===== src/design/slp_pkg.sv =====
// Shared types, constants and codes for the serial flash page loader.
`timescale 1ns / 1ps

package slp_pkg;

    localparam int PAGE_BYTES_DEF      = 128;
    localparam int PAGE_INDEX_BITS_DEF = 7;
    localparam int CMD_Q_DEPTH         = 2;

    // input item kinds
    localparam logic [1:0] KIND_START = 2'd0;
    localparam logic [1:0] KIND_BYTE  = 2'd1;
    localparam logic [1:0] KIND_TICK  = 2'd2;

    // result actions
    localparam logic [2:0] ACT_SEND  = 3'd0;
    localparam logic [2:0] ACT_LOAD  = 3'd1;
    localparam logic [2:0] ACT_ERASE = 3'd2;
    localparam logic [2:0] ACT_WRITE = 3'd3;
    localparam logic [2:0] ACT_START = 3'd4;

    // protocol characters
    localparam logic [7:0] CH_PROG  = 8'h70;  // 'p'
    localparam logic [7:0] CH_WROTE = 8'h77;  // 'w'
    localparam logic [7:0] CH_APP   = 8'h61;  // 'a'
    localparam logic [7:0] CH_BOOT  = 8'h62;  // 'b'
    localparam logic [7:0] CH_END   = 8'hFF;

    // configuration register indexes
    localparam logic CFG_PAGE_TOTAL = 1'b0;
    localparam logic CFG_TIMEOUT    = 1'b1;

    localparam logic [7:0] PAGE_TOTAL_RST = 8'd128;
    localparam logic [7:0] TIMEOUT_RST    = 8'd3;

    typedef enum logic [2:0] {
        PH_IDLE,
        PH_WAIT,
        PH_PAGENUM,
        PH_DATA,
        PH_DONE
    } t_slp_phase;

    // command classes handed from front to back
    typedef enum logic [1:0] {
        CMD_BOOT,   // 'b'
        CMD_START,  // 'a', start application
        CMD_INFO,   // page size, page count
        CMD_PAGE    // optional load word, optional erase/write/'w'
    } t_slp_op;

    typedef struct packed {
        logic [1:0] kind;
        logic [7:0] rx_byte;
    } t_slp_in;

    typedef struct packed {
        logic [2:0]  action;
        logic [7:0]  tx_byte;
        logic [15:0] word_value;
        logic [6:0]  word_offset;
        logic [13:0] page_address;
        logic        last;
    } t_slp_out;

    typedef struct packed {
        t_slp_op     op;
        logic        load;   // load word present
        logic        fin;    // page complete
        logic [15:0] word;
        logic [6:0]  offset;
        logic [13:0] addr;
        logic [7:0]  total;
    } t_slp_cmd;

endpackage


===== src/design/slp_front.sv =====
// Front end: protocol state, config registers, classifies words into commands.
`timescale 1ns / 1ps

module slp_front
    import slp_pkg::*;
#(
    parameter int PAGE_BYTES      = PAGE_BYTES_DEF,
    parameter int PAGE_INDEX_BITS = PAGE_INDEX_BITS_DEF
) (
    input  logic       i_clk,
    input  logic       i_rst_n,
    input  logic       i_cfg_we,
    input  logic       i_cfg_idx,
    input  logic [7:0] i_cfg_wdata,
    input  logic       i_push,
    input  t_slp_in    i_item,
    input  logic       i_q_full,
    output logic       o_cmd_push,
    output t_slp_cmd   o_cmd
);

    localparam int BC_W = $clog2(PAGE_BYTES);

    t_slp_phase                 r_phase, n_phase;
    logic [7:0]                 r_tick_count, n_tick_count;
    logic [PAGE_INDEX_BITS-1:0] r_page_index, n_page_index;
    logic [BC_W-1:0]            r_byte_count, n_byte_count;
    logic [7:0]                 r_low_half, n_low_half;
    logic [7:0]                 r_page_total;
    logic [7:0]                 r_timeout;

    logic        accept;
    logic [7:0]  tick_inc;
    logic [13:0] page_addr;

    assign accept    = i_push && !i_q_full;
    assign tick_inc  = r_tick_count + 8'd1;
    assign page_addr = 14'(32'(r_page_index) * 32'(PAGE_BYTES));

    always_ff @(posedge i_clk) begin
        if (!i_rst_n) begin
            r_page_total <= PAGE_TOTAL_RST;
            r_timeout    <= TIMEOUT_RST;
        end else if (i_cfg_we) begin
            case (i_cfg_idx)
                CFG_PAGE_TOTAL: r_page_total <= i_cfg_wdata;
                CFG_TIMEOUT:    r_timeout    <= i_cfg_wdata;
                default: ;
            endcase
        end
    end

    always_ff @(posedge i_clk) begin
        if (!i_rst_n) begin
            r_phase      <= PH_IDLE;
            r_tick_count <= '0;
            r_page_index <= '0;
            r_byte_count <= '0;
            r_low_half   <= '0;
        end else begin
            r_phase      <= n_phase;
            r_tick_count <= n_tick_count;
            r_page_index <= n_page_index;
            r_byte_count <= n_byte_count;
            r_low_half   <= n_low_half;
        end
    end

    always_comb begin
        n_phase      = r_phase;
        n_tick_count = r_tick_count;
        n_page_index = r_page_index;
        n_byte_count = r_byte_count;
        n_low_half   = r_low_half;
        o_cmd_push   = 1'b0;
        o_cmd        = '0;
        o_cmd.total  = r_page_total;
        o_cmd.addr   = page_addr;
        if (accept) begin
            case (i_item.kind)
                KIND_START: begin
                    if (r_phase == PH_IDLE) begin
                        o_cmd.op     = CMD_BOOT;
                        o_cmd_push   = 1'b1;
                        n_tick_count = '0;
                        n_phase      = PH_WAIT;
                    end
                end
                KIND_TICK: begin
                    if (r_phase == PH_WAIT) begin
                        n_tick_count = tick_inc;
                        if (tick_inc == r_timeout) begin
                            o_cmd.op   = CMD_START;
                            o_cmd_push = 1'b1;
                            n_phase    = PH_DONE;
                        end
                    end
                end
                KIND_BYTE: begin
                    case (r_phase)
                        PH_WAIT: begin
                            if (i_item.rx_byte == CH_PROG) begin
                                o_cmd.op   = CMD_INFO;
                                o_cmd_push = 1'b1;
                                n_phase    = PH_PAGENUM;
                            end
                        end
                        PH_PAGENUM: begin
                            if (i_item.rx_byte == CH_END) begin
                                o_cmd.op   = CMD_START;
                                o_cmd_push = 1'b1;
                                n_phase    = PH_DONE;
                            end else begin
                                n_page_index = i_item.rx_byte[PAGE_INDEX_BITS-1:0];
                                n_byte_count = '0;
                                n_low_half   = '0;
                                n_phase      = PH_DATA;
                            end
                        end
                        PH_DATA: begin
                            o_cmd.op = CMD_PAGE;
                            if (!r_byte_count[0]) begin
                                n_low_half = i_item.rx_byte;
                            end else begin
                                o_cmd.load   = 1'b1;
                                o_cmd.word   = {i_item.rx_byte, r_low_half};
                                o_cmd.offset = 7'(r_byte_count >> 1);
                            end
                            if (r_byte_count == BC_W'(PAGE_BYTES - 1)) begin
                                o_cmd.fin    = 1'b1;
                                n_byte_count = '0;
                                n_low_half   = '0;
                                n_phase      = PH_PAGENUM;
                            end else begin
                                n_byte_count = BC_W'(r_byte_count + 1'b1);
                            end
                            o_cmd_push = o_cmd.load || o_cmd.fin;
                        end
                        default: ;
                    endcase
                end
                default: ;
            endcase
        end
    end

    // once the application is started nothing brings the engine back
    a_done_sticky: assert property (@(posedge i_clk) disable iff (!i_rst_n)
        (r_phase == PH_DONE) |=> (r_phase == PH_DONE))
        else $error("left done phase");

    // tick counter only moves in the wait phase or on start
    a_tick_frozen: assert property (@(posedge i_clk) disable iff (!i_rst_n)
        (r_phase == PH_PAGENUM || r_phase == PH_DATA || r_phase == PH_DONE)
        |=> $stable(r_tick_count))
        else $error("tick count moved outside wait");

endmodule


===== src/design/slp_cmd_fifo.sv =====
// Short command queue between the front end and the result expander.
`timescale 1ns / 1ps

module slp_cmd_fifo
    import slp_pkg::*;
#(
    parameter int DEPTH = CMD_Q_DEPTH
) (
    input  logic     i_clk,
    input  logic     i_rst_n,
    input  logic     i_push,
    input  t_slp_cmd i_data,
    input  logic     i_pop,
    output t_slp_cmd o_head,
    output logic     o_full,
    output logic     o_empty
);

    localparam int PTR_W = (DEPTH > 1) ? $clog2(DEPTH) : 1;
    localparam int CNT_W = $clog2(DEPTH + 1);

    t_slp_cmd         r_mem [DEPTH];
    logic [PTR_W-1:0] r_wr_ptr;
    logic [PTR_W-1:0] r_rd_ptr;
    logic [CNT_W-1:0] r_count;

    logic do_push;
    logic do_pop;

    assign o_full  = (r_count == CNT_W'(DEPTH));
    assign o_empty = (r_count == '0);
    assign o_head  = r_mem[r_rd_ptr];
    assign do_push = i_push && !o_full;
    assign do_pop  = i_pop && !o_empty;

    always_ff @(posedge i_clk) begin
        if (do_push) begin
            r_mem[r_wr_ptr] <= i_data;
        end
    end

    always_ff @(posedge i_clk) begin
        if (!i_rst_n) begin
            r_wr_ptr <= '0;
            r_rd_ptr <= '0;
            r_count  <= '0;
        end else begin
            if (do_push) begin
                r_wr_ptr <= (r_wr_ptr == PTR_W'(DEPTH - 1)) ? '0 : PTR_W'(r_wr_ptr + 1'b1);
            end
            if (do_pop) begin
                r_rd_ptr <= (r_rd_ptr == PTR_W'(DEPTH - 1)) ? '0 : PTR_W'(r_rd_ptr + 1'b1);
            end
            case ({do_push, do_pop})
                2'b10:   r_count <= CNT_W'(r_count + 1'b1);
                2'b01:   r_count <= CNT_W'(r_count - 1'b1);
                default: r_count <= r_count;
            endcase
        end
    end

    // the front end must only produce a command when it accepted a word
    a_no_push_full: assert property (@(posedge i_clk) disable iff (!i_rst_n)
        !(i_push && o_full))
        else $error("command pushed into full queue");

endmodule


===== src/design/slp_back.sv =====
// Back end: expands one command into its result words, one per cycle while the output is popped.
`timescale 1ns / 1ps

module slp_back
    import slp_pkg::*;
#(
    parameter int PAGE_BYTES = PAGE_BYTES_DEF
) (
    input  logic     i_clk,
    input  logic     i_rst_n,
    input  t_slp_cmd i_head,
    input  logic     i_q_empty,
    output logic     o_q_pop,
    input  logic     i_pop,
    output logic     o_empty,
    output t_slp_out o_result
);

    localparam logic [1:0] SLOT_LOAD  = 2'd0;
    localparam logic [1:0] SLOT_ERASE = 2'd1;
    localparam logic [1:0] SLOT_WRITE = 2'd2;
    localparam logic [1:0] SLOT_ACK   = 2'd3;

    logic [1:0] r_step;
    t_slp_out   r_out;
    logic       r_out_valid;

    t_slp_out   res;
    logic [1:0] slot;
    logic       advance;

    assign advance  = !r_out_valid || i_pop;
    assign o_q_pop  = advance && !i_q_empty && res.last;
    assign o_empty  = !r_out_valid;
    assign o_result = r_out;
    // page commands without a load word start at the erase
    assign slot     = i_head.load ? r_step : 2'(r_step + 2'd1);

    always_comb begin
        res = '0;
        case (i_head.op)
            CMD_BOOT: begin
                res.action  = ACT_SEND;
                res.tx_byte = CH_BOOT;
                res.last    = 1'b1;
            end
            CMD_START: begin
                if (r_step == 2'd0) begin
                    res.action  = ACT_SEND;
                    res.tx_byte = CH_APP;
                end else begin
                    res.action = ACT_START;
                    res.last   = 1'b1;
                end
            end
            CMD_INFO: begin
                res.action = ACT_SEND;
                if (r_step == 2'd0) begin
                    res.tx_byte = 8'(PAGE_BYTES);
                end else begin
                    res.tx_byte = i_head.total;
                    res.last    = 1'b1;
                end
            end
            CMD_PAGE: begin
                case (slot)
                    SLOT_LOAD: begin
                        res.action       = ACT_LOAD;
                        res.word_value   = i_head.word;
                        res.word_offset  = i_head.offset;
                        res.page_address = i_head.addr;
                        res.last         = !i_head.fin;
                    end
                    SLOT_ERASE: begin
                        res.action       = ACT_ERASE;
                        res.page_address = i_head.addr;
                    end
                    SLOT_WRITE: begin
                        res.action       = ACT_WRITE;
                        res.page_address = i_head.addr;
                    end
                    SLOT_ACK: begin
                        res.action  = ACT_SEND;
                        res.tx_byte = CH_WROTE;
                        res.last    = 1'b1;
                    end
                    default: res.last = 1'b1;
                endcase
            end
            default: res.last = 1'b1;
        endcase
    end

    always_ff @(posedge i_clk) begin
        if (advance && !i_q_empty) begin
            r_out <= res;
        end
    end

    always_ff @(posedge i_clk) begin
        if (!i_rst_n) begin
            r_step      <= '0;
            r_out_valid <= 1'b0;
        end else if (advance) begin
            r_out_valid <= !i_q_empty;
            if (!i_q_empty) begin
                r_step <= res.last ? 2'd0 : 2'(r_step + 2'd1);
            end
        end
    end

    // a command being expanded stays at the queue head until its last word
    a_step_has_cmd: assert property (@(posedge i_clk) disable iff (!i_rst_n)
        (r_step != 2'd0) |-> !i_q_empty)
        else $error("expansion step without a command");

endmodule


===== src/design/serial_flash_page_loader.sv =====
// Top level of the serial flash page loader protocol engine.
//
//  channel   direction  handshake                 payload
//  items     in         push / full               i_item   (t_slp_in)
//  results   out        empty / pop               o_result (t_slp_out)
//  config    in         i_cfg_we, i_cfg_idx       i_cfg_wdata
//
// An item is taken in any cycle in which the two-entry command queue has room.
// Results leave at one word per cycle from the expander while the receiver
// pops; an item yields 0 to 4 words (page end with a load word gives four).
// Reset is synchronous and active low; it clears protocol state, config
// registers to their defaults, the command queue and the output register.
// A stalled result holds there while the front accepts until the queue fills.
`timescale 1ns / 1ps

module serial_flash_page_loader
    import slp_pkg::*;
#(
    parameter int PAGE_BYTES      = PAGE_BYTES_DEF,
    parameter int PAGE_INDEX_BITS = PAGE_INDEX_BITS_DEF
) (
    input  logic       i_clk,
    input  logic       i_rst_n,
    input  logic       i_cfg_we,
    input  logic       i_cfg_idx,
    input  logic [7:0] i_cfg_wdata,
    input  logic       push,
    output logic       full,
    input  t_slp_in    i_item,
    output logic       empty,
    input  logic       pop,
    output t_slp_out   o_result
);

    logic     cmd_push;
    t_slp_cmd cmd;
    t_slp_cmd head;
    logic     q_full;
    logic     q_empty;
    logic     q_pop;

    assign full = q_full;

    slp_front #(
        .PAGE_BYTES      (PAGE_BYTES),
        .PAGE_INDEX_BITS (PAGE_INDEX_BITS)
    ) u_front (
        .i_clk       (i_clk),
        .i_rst_n     (i_rst_n),
        .i_cfg_we    (i_cfg_we),
        .i_cfg_idx   (i_cfg_idx),
        .i_cfg_wdata (i_cfg_wdata),
        .i_push      (push),
        .i_item      (i_item),
        .i_q_full    (q_full),
        .o_cmd_push  (cmd_push),
        .o_cmd       (cmd)
    );

    slp_cmd_fifo #(
        .DEPTH (CMD_Q_DEPTH)
    ) u_queue (
        .i_clk   (i_clk),
        .i_rst_n (i_rst_n),
        .i_push  (cmd_push),
        .i_data  (cmd),
        .i_pop   (q_pop),
        .o_head  (head),
        .o_full  (q_full),
        .o_empty (q_empty)
    );

    slp_back #(
        .PAGE_BYTES (PAGE_BYTES)
    ) u_back (
        .i_clk     (i_clk),
        .i_rst_n   (i_rst_n),
        .i_head    (head),
        .i_q_empty (q_empty),
        .o_q_pop   (q_pop),
        .i_pop     (pop),
        .o_empty   (empty),
        .o_result  (o_result)
    );

endmodule


===== config.mk =====
export PLATFORM = sky130hd
export DESIGN_NAME = serial_flash_page_loader
export DESIGN_NICKNAME = d
export VERILOG_FILES = /design/src/design/slp_pkg.sv /design/src/design/slp_front.sv /design/src/design/slp_cmd_fifo.sv /design/src/design/slp_back.sv /design/src/design/serial_flash_page_loader.sv
export SDC_FILE = /design/constraint.sdc
export NUM_CORES = 1
export LEC_CHECK = 0
export ABC_CLOCK_PERIOD_IN_PS = 4500
export BUFFER_PORTS_ARGS = -buffer_cell sky130_fd_sc_hd__buf_2
export CAP_MARGIN = 30
export CORE_MARGIN = 5
export CORE_UTILIZATION = 40
export CTS_BUF_LIST = sky130_fd_sc_hd__clkbuf_4 sky130_fd_sc_hd__clkbuf_8
export DETAILED_ROUTE_END_ITERATION = 8
export GPL_TIMING_DRIVEN = 1
export PLACE_DENSITY = 0.61
export REMOVE_ABC_BUFFERS = 1
export SLEW_MARGIN = 20
export SYNTH_ARGS = -nofsm -noshare
export SYNTH_HDL_FRONTEND = slang
export SYNTH_SLANG_ARGS = --single-unit
export TNS_END_PERCENT = 30

===== constraint.sdc =====
create_clock -name i_clk -period 4.5 [get_ports i_clk]
set_input_delay 0.225 -clock i_clk [delete_from_list [all_inputs] [get_ports i_clk]]
set_output_delay 0.225 -clock i_clk [all_outputs]
set_load 0.005 [all_outputs]

==> run_summary.xml, run 1 <==
<?xml version="1.0" encoding="UTF-8"?>
<metrics>
  <group name="run_status">
    <metric name="run_status" unit="">finished, final reports clean</metric>
  </group>
  <group name="setup_path">
    <metric name="critPathCaptureType" unit="">flop</metric>
    <metric name="crit_start" unit="">u_front.r_tick_count[0]</metric>
    <metric name="required" unit="ps">4680</metric>
    <metric name="worst_setup_path_endpoint" unit="">u_queue.r_mem[1][25]</metric>
    <metric name="critPathKind" unit="">reg2reg</metric>
    <metric name="reg2reg_depth" unit="">8</metric>
    <metric name="critical_path.reg2reg.endpoint" unit="">u_queue.r_mem[1][25]</metric>
    <metric name="timing.reg2reg.setup_slack" unit="ps">1160</metric>
    <metric name="start_kind" unit="">flop</metric>
    <metric name="worst_r2r_startpoint" unit="">u_front.r_tick_count[0]</metric>
    <metric name="arrival" unit="ps">3520</metric>
    <metric name="critical_path.max_fanout" unit="">21</metric>
  </group>
  <group name="timing">
    <metric name="totalNegativeSetupSlack" unit="ps">0</metric>
    <metric name="fmaxAchievable" unit="MHz">299.4</metric>
    <metric name="setup_repair_after_global_routing_missed_its_margin" unit="">no</metric>
    <metric name="min_period_over_period" unit="">0.7422</metric>
    <metric name="finalWorstPathRequiredPeriod" unit="ps">3340</metric>
    <metric name="slew_viol_final" unit="">0</metric>
    <metric name="timing.final.hold_violations" unit="">0</metric>
    <metric name="max_slew_margin" unit="">0.4523</metric>
    <metric name="slew_at_the_pin_closest_to_its_max_slew_limit" unit="ps">814.6</metric>
    <metric name="setup_viol_count_final" unit="">0</metric>
    <metric name="fin_worst_skew" unit="ps">15.47</metric>
  </group>
  <group name="global_route">
    <metric name="grt_first_pass_wirelength" unit="mm">23.38</metric>
    <metric name="first_global_vias" unit="">4662</metric>
    <metric name="antenna_found_initial" unit="">0</metric>
    <metric name="pin_count_of_the_biggest_net_entering_global_routing" unit="">45</metric>
    <metric name="track_usage" unit="">0.1328</metric>
    <metric name="global_route.overflow_total" unit="">0</metric>
  </group>
  <group name="floorplanning">
    <metric name="die_height" unit="um">148.9</metric>
    <metric name="chipWidth" unit="um">148.9</metric>
    <metric name="ios" unit="">75</metric>
    <metric name="core_region" unit="um2">18830</metric>
    <metric name="floorplan.initialDensity" unit="">0.4101</metric>
    <metric name="floorplan.die_area" unit="um2">22180</metric>
    <metric name="placementRows" unit="">50</metric>
  </group>
  <group name="synth">
    <metric name="syn_avg_cell_area" unit="um2">12.18</metric>
    <metric name="synth.area.top_cells" unit="">sky130_fd_sc_hd__edfxtp_1, sky130_fd_sc_hd__dfxtp_1, sky130_fd_sc_hd__mux2i_1</metric>
    <metric name="synth_cells" unit="">634</metric>
    <metric name="sequential_to_total_area_share_from_yosys_stat" unit="">0.6261</metric>
    <metric name="synth_enable_flop_cells" unit="">123</metric>
    <metric name="synthFlopType" unit="">sky130_fd_sc_hd__edfxtp_1</metric>
    <metric name="synth_top_cell_area_share" unit="">0.4783</metric>
    <metric name="netlist.top_cell.by_area" unit="">sky130_fd_sc_hd__edfxtp_1</metric>
    <metric name="synth.distinct_cells" unit="">59</metric>
    <metric name="syn_area" unit="um2">7722</metric>
    <metric name="yosysWarningCount" unit="">0</metric>
    <metric name="async_flop_share" unit="">0</metric>
    <metric name="yosys_register_bits" unit="">180</metric>
  </group>
  <group name="hold_path">
    <metric name="worstHoldPathType" unit="">in2reg</metric>
  </group>
  <group name="final_layout">
    <metric name="syn2layout_area_growth" unit="%">14.31</metric>
    <metric name="layout_commonest_cell" unit="">sky130_fd_sc_hd__edfxtp_1</metric>
    <metric name="final_stage_net_count" unit="">745</metric>
    <metric name="antenna_cells_inserted" unit="">0</metric>
    <metric name="layout_common_cells" unit="">sky130_fd_sc_hd__edfxtp_1, sky130_fd_sc_hd__buf_2, sky130_fd_sc_hd__nand2_1, sky130_fd_sc_hd__dfxtp_1, sky130_fd_sc_hd__nor2_1</metric>
    <metric name="layout-drive-gt1-share" unit="">0.1713</metric>
  </group>
  <group name="drt">
    <metric name="total_vias_in_the_final_route" unit="">4744</metric>
    <metric name="drt_first_iter_violations" unit="">341</metric>
    <metric name="detail-route-antenna-nets" unit="">0</metric>
    <metric name="length_of_the_first_detailed_routing_pass_in_iterations" unit="">5</metric>
    <metric name="routed_wire_length_per_instance" unit="um">14.50</metric>
    <metric name="avgViaCountPerCell" unit="">4.851</metric>
    <metric name="routed_wl" unit="mm">14.18</metric>
    <metric name="drc" unit="">0</metric>
  </group>
  <group name="pwr">
    <metric name="p_seq_frac" unit="">0.563</metric>
    <metric name="p_sw" unit="uW">785.8</metric>
    <metric name="power.leakage" unit="nW">3.173</metric>
    <metric name="powerDensity" unit="nW/um2">369.1</metric>
    <metric name="ir_worst_vdd" unit="uV">171.7</metric>
    <metric name="power.internal" unit="mW">2.472</metric>
    <metric name="post-layout-total-power" unit="mW">3.258</metric>
    <metric name="power.clock.fraction" unit="">0.369</metric>
    <metric name="comb_power_share" unit="">0.068</metric>
    <metric name="sw_frac_of_total" unit="">0.2412</metric>
  </group>
  <group name="placement">
    <metric name="number_of_buffers_added_on_ports" unit="">66</metric>
    <metric name="place.detailed.hpwl" unit="mm">10.04</metric>
    <metric name="gp_congestion" unit="">0.8090</metric>
  </group>
  <group name="clock_tree">
    <metric name="ctsHtreeMaxLevel" unit="">4</metric>
    <metric name="worst_skew_pair.late_latency" unit="ps">480</metric>
    <metric name="post_cts_resize_count" unit="">0</metric>
    <metric name="tritoncts" unit="">done</metric>
    <metric name="inserted_clock_buffers" unit="">17</metric>
    <metric name="clk_pin_slew_worst_paths" unit="ps">100</metric>
    <metric name="holdBufCountCts" unit="">6</metric>
    <metric name="clockRootBuffer" unit="">sky130_fd_sc_hd__clkbuf_8</metric>
    <metric name="clk_path_buf_depth" unit="">2</metric>
    <metric name="post-cts-setup-buffers" unit="">0</metric>
    <metric name="cts.sinks" unit="">180</metric>
  </group>
  <group name="run">
    <metric name="cap_violations" unit="">0</metric>
  </group>
</metrics>
==> worst max-delay path: stages, from the launching register on <==
cell and delay [ps]:
sky130_fd_sc_hd__dfxtp_1 450, sky130_fd_sc_hd__ha_1 280, sky130_fd_sc_hd__nand3_1 130, sky130_fd_sc_hd__or2_2 350
sky130_fd_sc_hd__xnor2_1 170, sky130_fd_sc_hd__nor4_2 460, sky130_fd_sc_hd__o31ai_1 280, sky130_fd_sc_hd__nor2_4 600
sky130_fd_sc_hd__buf_4 330
==> how the worst min path moves through the flow <==
stage	cells after the start	slack [ps]	endpoint	start
after floorplan	1	300	u_front.r_page_total[7]	i_rst_n
after global placement	0	430	u_queue.r_mem[0][8]	u_front.r_page_index[0]
after detailed placement	0	450	u_queue.r_mem[0][3]	u_front.r_page_total[3]
after CTS	3	1	u_front.r_timeout[2]	i_cfg_wdata[2]
after global routing	3	20	u_front.r_timeout[2]	i_cfg_wdata[2]
final	3	30	u_front.r_timeout[2]	i_cfg_wdata[2]
==> power by group through the flow <==
stage | Clock, mW | Combinational, mW | Sequential [mW]
floorplan | 0 | 0.124 | 1.88
global placement | 0 | 0.215 | 1.87
detailed placement | 0 | 0.221 | 1.87
CTS | 1.23 | 0.226 | 1.83
global route | 1.29 | 0.248 | 1.84
finish | 1.20 | 0.221 | 1.83
==> logic make-up after synthesis <==
logic type,synth area share
buf+inv,0.03014
fa+ha+maj,0.02592
other cells,0.0004856
simple gates,0.1525
flops,0.6261
compound gates,0.08118
xor+xnor,0.01701
mux,0.06675
==> routing by layer <==
metal  vias up  global-route usage  share of wire
li1       2388                   -              -
met5         -                   0              0
met3        27             0.02978          0.042
met1      2230              0.1688           0.45
met2        99              0.2197           0.48
met4         0             0.05538          0.024
==> through the flow <==
stage            util  instance area, um2  setup slack [ps]  hold WS (ps)  std cells
5_1_grt        0.4688                8827             863.2         16.07        978
2_1_floorplan       -                7584             564.5         296.8        607
3_5_place_dp   0.4416                8315              1179         445.9        940
6_report       0.4688                8827              1160         26.59        978
3_3_place_gp   0.4416                8315              1269         432.5        940
4_1_cts        0.4688                8827              1149         1.351        978
==> registers in the layout (all words and copies together) (netlist names), named ones only <==
signal	cells
u_front.r_phase	3
u_front.r_timeout	8
u_front.r_page_index	7
u_front.r_tick_count	8
u_queue.r_rd_ptr	1
u_back.r_out_valid	1
u_front.r_low_half	8
u_queue.r_wr_ptr	1
u_queue.r_count	2
u_front.r_page_total	8
u_queue.r_mem	82
u_front.r_byte_count	7
u_back.r_step	2
u_back.o_result	41
==> synthesized netlist by cell type, drive strengths merged (3+ instances only) <==
master    n
a21boi   17
a21o      4
a21oi    16
a22oi     9
and2     28
and4      3
buf      12
clkbuf   22
dfxtp    57
edfxtp  123
ha       16
inv      18
mux2      4
mux2i    47
nand2    56
nand2b    5
nand3    16
nand3b    3
nor2     55
nor2b    31
nor3      9
nor3b     4
nor4      4
o21a      5
o21ai    17
or2       3
or3       3
xnor2    12
xor2      3
==> cell type report <==
cell class              count  area, um2
clock buffers              17      234.0
repair buffers             79      442.9
clock inverters            15      217.7
flip-flops and latches    180       4836
inverters                  18      67.56
fillers                  1704      10000
well taps                 260      325.3
multi-input cells         409       2704
(Power assumes the default switching activity.)
==> run 2, diff against run 1 <==
ABC_CLOCK_PERIOD_IN_PS = 3500   (was 4500)
clock period = 3.5 ns   (was 4.5 ns; I/O delays follow)
==> run_summary.xml, run 2 (synthesized netlist as in run 1, its figures left out) <==
<?xml version="1.0" encoding="UTF-8"?>
<metrics>
  <group name="run_status">
    <metric name="run_status" unit="">finished, final reports clean</metric>
  </group>
  <group name="placement">
    <metric name="number_of_buffers_added_on_ports" unit="">66</metric>
    <metric name="place.detailed.instances" unit="">942</metric>
    <metric name="place.detailed.hpwl" unit="mm">10.37</metric>
    <metric name="gp_congestion" unit="">0.8405</metric>
    <metric name="post-place-ws" unit="ps">476.7</metric>
  </group>
  <group name="pwr">
    <metric name="power.clock.fraction" unit="">0.305</metric>
    <metric name="power.internal" unit="mW">3.400</metric>
    <metric name="p_sw" unit="mW">1.327</metric>
    <metric name="sw_frac_of_total" unit="">0.2807</metric>
    <metric name="power.leakage" unit="nW">3.192</metric>
    <metric name="powerDensity" unit="nW/um2">535.4</metric>
    <metric name="comb_power_share" unit="">0.157</metric>
    <metric name="ir_worst_vdd" unit="uV">230.3</metric>
    <metric name="p_seq_frac" unit="">0.538</metric>
  </group>
  <group name="setup_path">
    <metric name="required" unit="ps">3890</metric>
    <metric name="timing.critical_path.cells" unit="">ha_1 &gt; nand3_1 &gt; or2_2 &gt; xnor2_1 &gt; nor4_2 &gt; o31ai_1 &gt; buf_4 &gt; ha_1 &gt; or3_1 &gt; a21boi_0</metric>
    <metric name="critPathCaptureType" unit="">flop</metric>
    <metric name="worst_path_largest_cell_delay" unit="ps">450</metric>
    <metric name="start_kind" unit="">flop</metric>
    <metric name="critical_path.n_buffers_inverters" unit="">1</metric>
    <metric name="reg2reg_depth" unit="">10</metric>
    <metric name="worst_r2r_startpoint" unit="">u_front.r_tick_count[0]</metric>
    <metric name="arrival" unit="ps">3420</metric>
    <metric name="timing.reg2reg.setup_slack" unit="ps">470</metric>
    <metric name="critical-path-slowest-cell" unit="">sky130_fd_sc_hd__dfxtp_1</metric>
    <metric name="path_delay_family" unit="">simple AND/OR/NAND/NOR gates</metric>
    <metric name="critical_path.reg2reg.endpoint" unit="">u_queue.r_count[1]</metric>
    <metric name="critPathKind" unit="">reg2reg</metric>
    <metric name="critical_path.max_fanout" unit="">7</metric>
    <metric name="critical-path-top-cell-by-count" unit="">sky130_fd_sc_hd__ha_1</metric>
  </group>
  <group name="hold_path">
    <metric name="endpoint_worst_hold" unit="">u_front.r_low_half[0]</metric>
    <metric name="holdPathStages" unit="">3</metric>
    <metric name="worstHoldPathType" unit="">in2reg</metric>
    <metric name="hold_start" unit="">i_item[0]</metric>
  </group>
  <group name="run">
    <metric name="cap_violations" unit="">0</metric>
  </group>
  <group name="final_layout">
    <metric name="layout_common_cells" unit="">sky130_fd_sc_hd__edfxtp_1, sky130_fd_sc_hd__buf_2, sky130_fd_sc_hd__nand2_1, sky130_fd_sc_hd__dfxtp_1, sky130_fd_sc_hd__nor2_1</metric>
    <metric name="layout-drive-gt1-share" unit="">0.1731</metric>
    <metric name="largest-register" unit="">u_queue.r_mem</metric>
    <metric name="syn2layout_area_growth" unit="%">14.34</metric>
    <metric name="antenna_cells_inserted" unit="">0</metric>
    <metric name="largest_reg_flops" unit="">82</metric>
    <metric name="fill_cells" unit="">1708</metric>
    <metric name="layout_commonest_cell" unit="">sky130_fd_sc_hd__edfxtp_1</metric>
    <metric name="stdcell_count" unit="">982</metric>
    <metric name="final_stage_net_count" unit="">749</metric>
  </group>
  <group name="timing">
    <metric name="fin_worst_skew" unit="ps">19.93</metric>
    <metric name="finalHoldWorstSlack" unit="ps">43.64</metric>
    <metric name="min_period_over_period" unit="">0.8660</metric>
    <metric name="slew_at_the_pin_closest_to_its_max_slew_limit" unit="ps">746.0</metric>
    <metric name="setup_repair_after_global_routing_missed_its_margin" unit="">no</metric>
    <metric name="max_slew_margin" unit="">0.5015</metric>
    <metric name="finalWorstPathRequiredPeriod" unit="ps">3031</metric>
    <metric name="slew_viol_final" unit="">0</metric>
    <metric name="fmaxAchievable" unit="MHz">329.9</metric>
    <metric name="timing.final.hold_violations" unit="">0</metric>
    <metric name="setup_viol_count_final" unit="">0</metric>
    <metric name="layout_setup_ws" unit="ps">469.1</metric>
  </group>
  <group name="clock_tree">
    <metric name="clk_path_buf_depth" unit="">2</metric>
    <metric name="worst_skew_pair.late_latency" unit="ps">470</metric>
    <metric name="clockRootBuffer" unit="">sky130_fd_sc_hd__clkbuf_8</metric>
    <metric name="ctsHtreeMaxLevel" unit="">4</metric>
    <metric name="clk_pin_slew_worst_paths" unit="ps">100</metric>
    <metric name="tritoncts" unit="">done</metric>
    <metric name="inserted_clock_buffers" unit="">17</metric>
    <metric name="cts.sinks" unit="">180</metric>
  </group>
  <group name="drt">
    <metric name="total_vias_in_the_final_route" unit="">4895</metric>
    <metric name="routed_wl" unit="mm">15.03</metric>
    <metric name="length_of_the_first_detailed_routing_pass_in_iterations" unit="">4</metric>
    <metric name="avgViaCountPerCell" unit="">4.985</metric>
    <metric name="drt_first_iter_violations" unit="">230</metric>
    <metric name="drc" unit="">0</metric>
    <metric name="detail-route-antenna-nets" unit="">0</metric>
    <metric name="routed_wire_length_per_instance" unit="um">15.31</metric>
  </group>
  <group name="floorplanning">
    <metric name="floorplan.die_area" unit="um2">22180</metric>
    <metric name="die_height" unit="um">148.9</metric>
    <metric name="core_region" unit="um2">18830</metric>
    <metric name="chipWidth" unit="um">148.9</metric>
    <metric name="floorplan.initialDensity" unit="">0.4101</metric>
    <metric name="ios" unit="">75</metric>
    <metric name="placementRows" unit="">50</metric>
  </group>
  <group name="global_route">
    <metric name="first_global_vias" unit="">4993</metric>
    <metric name="antenna_found_initial" unit="">0</metric>
    <metric name="grt_first_pass_wirelength" unit="mm">24.62</metric>
    <metric name="global_route.overflow_total" unit="">0</metric>
    <metric name="track_usage" unit="">0.1408</metric>
    <metric name="pin_count_of_the_biggest_net_entering_global_routing" unit="">46</metric>
  </group>
</metrics>
[run 2: cell types whose count changed in the layout (fill, tap and decap cells not counted), moves of 2 or more]
cell,delta
sky130_fd_sc_hd__buf_4,+2
sky130_fd_sc_hd__dlygate4sd3_1,+2
sky130_fd_sc_hd__bufinv_16,-2
sky130_fd_sc_hd__inv_8,+2
[run 2: metal layers]
| metal | vias to the layer above | wire length, um | GRT usage |
|---|---|---|---|
| li1 | 2401 | - | - |
| met1 | 2333 | 6323 | 0.1637 |
| met2 | 135 | 7494 | 0.2439 |
| met3 | 26 | 832 | 0.04132 |
| met4 | 0 | 380 | 0.05675 |
| met5 | - | 0 | 0 |
[run 2: metrics by stage]
| stage | total power [mW] | setup TNS (ps) | util | instance area (um2) |
|---|---|---|---|---|
| CTS | 4.781 | 0 | 0.4689 | 8830 |
| floorplan | 2.573 | -36390 | - | 7584 |
| global placement | 3.318 | 0 | 0.4424 | 8330 |
| finish | 4.727 | 0 | 0.4689 | 8830 |
| detailed placement | 3.343 | 0 | 0.4424 | 8330 |
| global route | 4.971 | 0 | 0.4689 | 8830 |
[run 2: cell type report]
cell class                      instances  area [um2]  share of cell area
Inverter                               18       67.56            0.007652
Clock inverter                         15       185.2             0.02097
Timing Repair Buffer                   83       478.0             0.05413
Clock buffer                           17       234.0             0.02650
Sequential cell                       180        4836              0.5477
Tap cell                              260       325.3             0.03684
Multi-Input combinational cell        409        2704              0.3062
[run 2: how the worst max path moves through the flow]
| stage | start | to | slack, ps | cells after the start |
|---|---|---|---|---|
| 4_1_cts | u_front.r_tick_count[0] | u_queue.r_count[1] | 440 | 10 |
| 3_3_place_gp | u_front.r_tick_count[0] | u_queue.r_count[1] | 590 | 10 |
| 5_1_grt | u_front.r_tick_count[0] | u_queue.r_count[1] | 140 | 10 |
| 6_report | u_front.r_tick_count[0] | u_queue.r_count[1] | 470 | 10 |
| 3_5_place_dp | u_front.r_tick_count[0] | u_queue.r_count[1] | 480 | 10 |
| 2_1_floorplan | u_front.r_tick_count[0] | u_queue.r_mem[0][0] | -440 | 7 |
[run 2: power by group through the flow]
stage	Combinational, mW	Sequential [mW]	Clock (mW)
detailed placement	0.748	2.60	0
floorplan	0.160	2.41	0
finish	0.741	2.54	1.44
global route	0.829	2.56	1.58
global placement	0.728	2.59	0
CTS	0.757	2.55	1.48
[run 2: tightest hold or removal path: stages]
cell                      delay, ps
sky130_fd_sc_hd__buf_2          120
sky130_fd_sc_hd__a22oi_1         90
sky130_fd_sc_hd__nor2b_1         90
[run 2: repair_timing]
action	4_1_cts	5_1_grt
hold endpoints to repair	15	0
hold buffers	8	0
gates resized for setup	0	0
buffers inserted	0	0
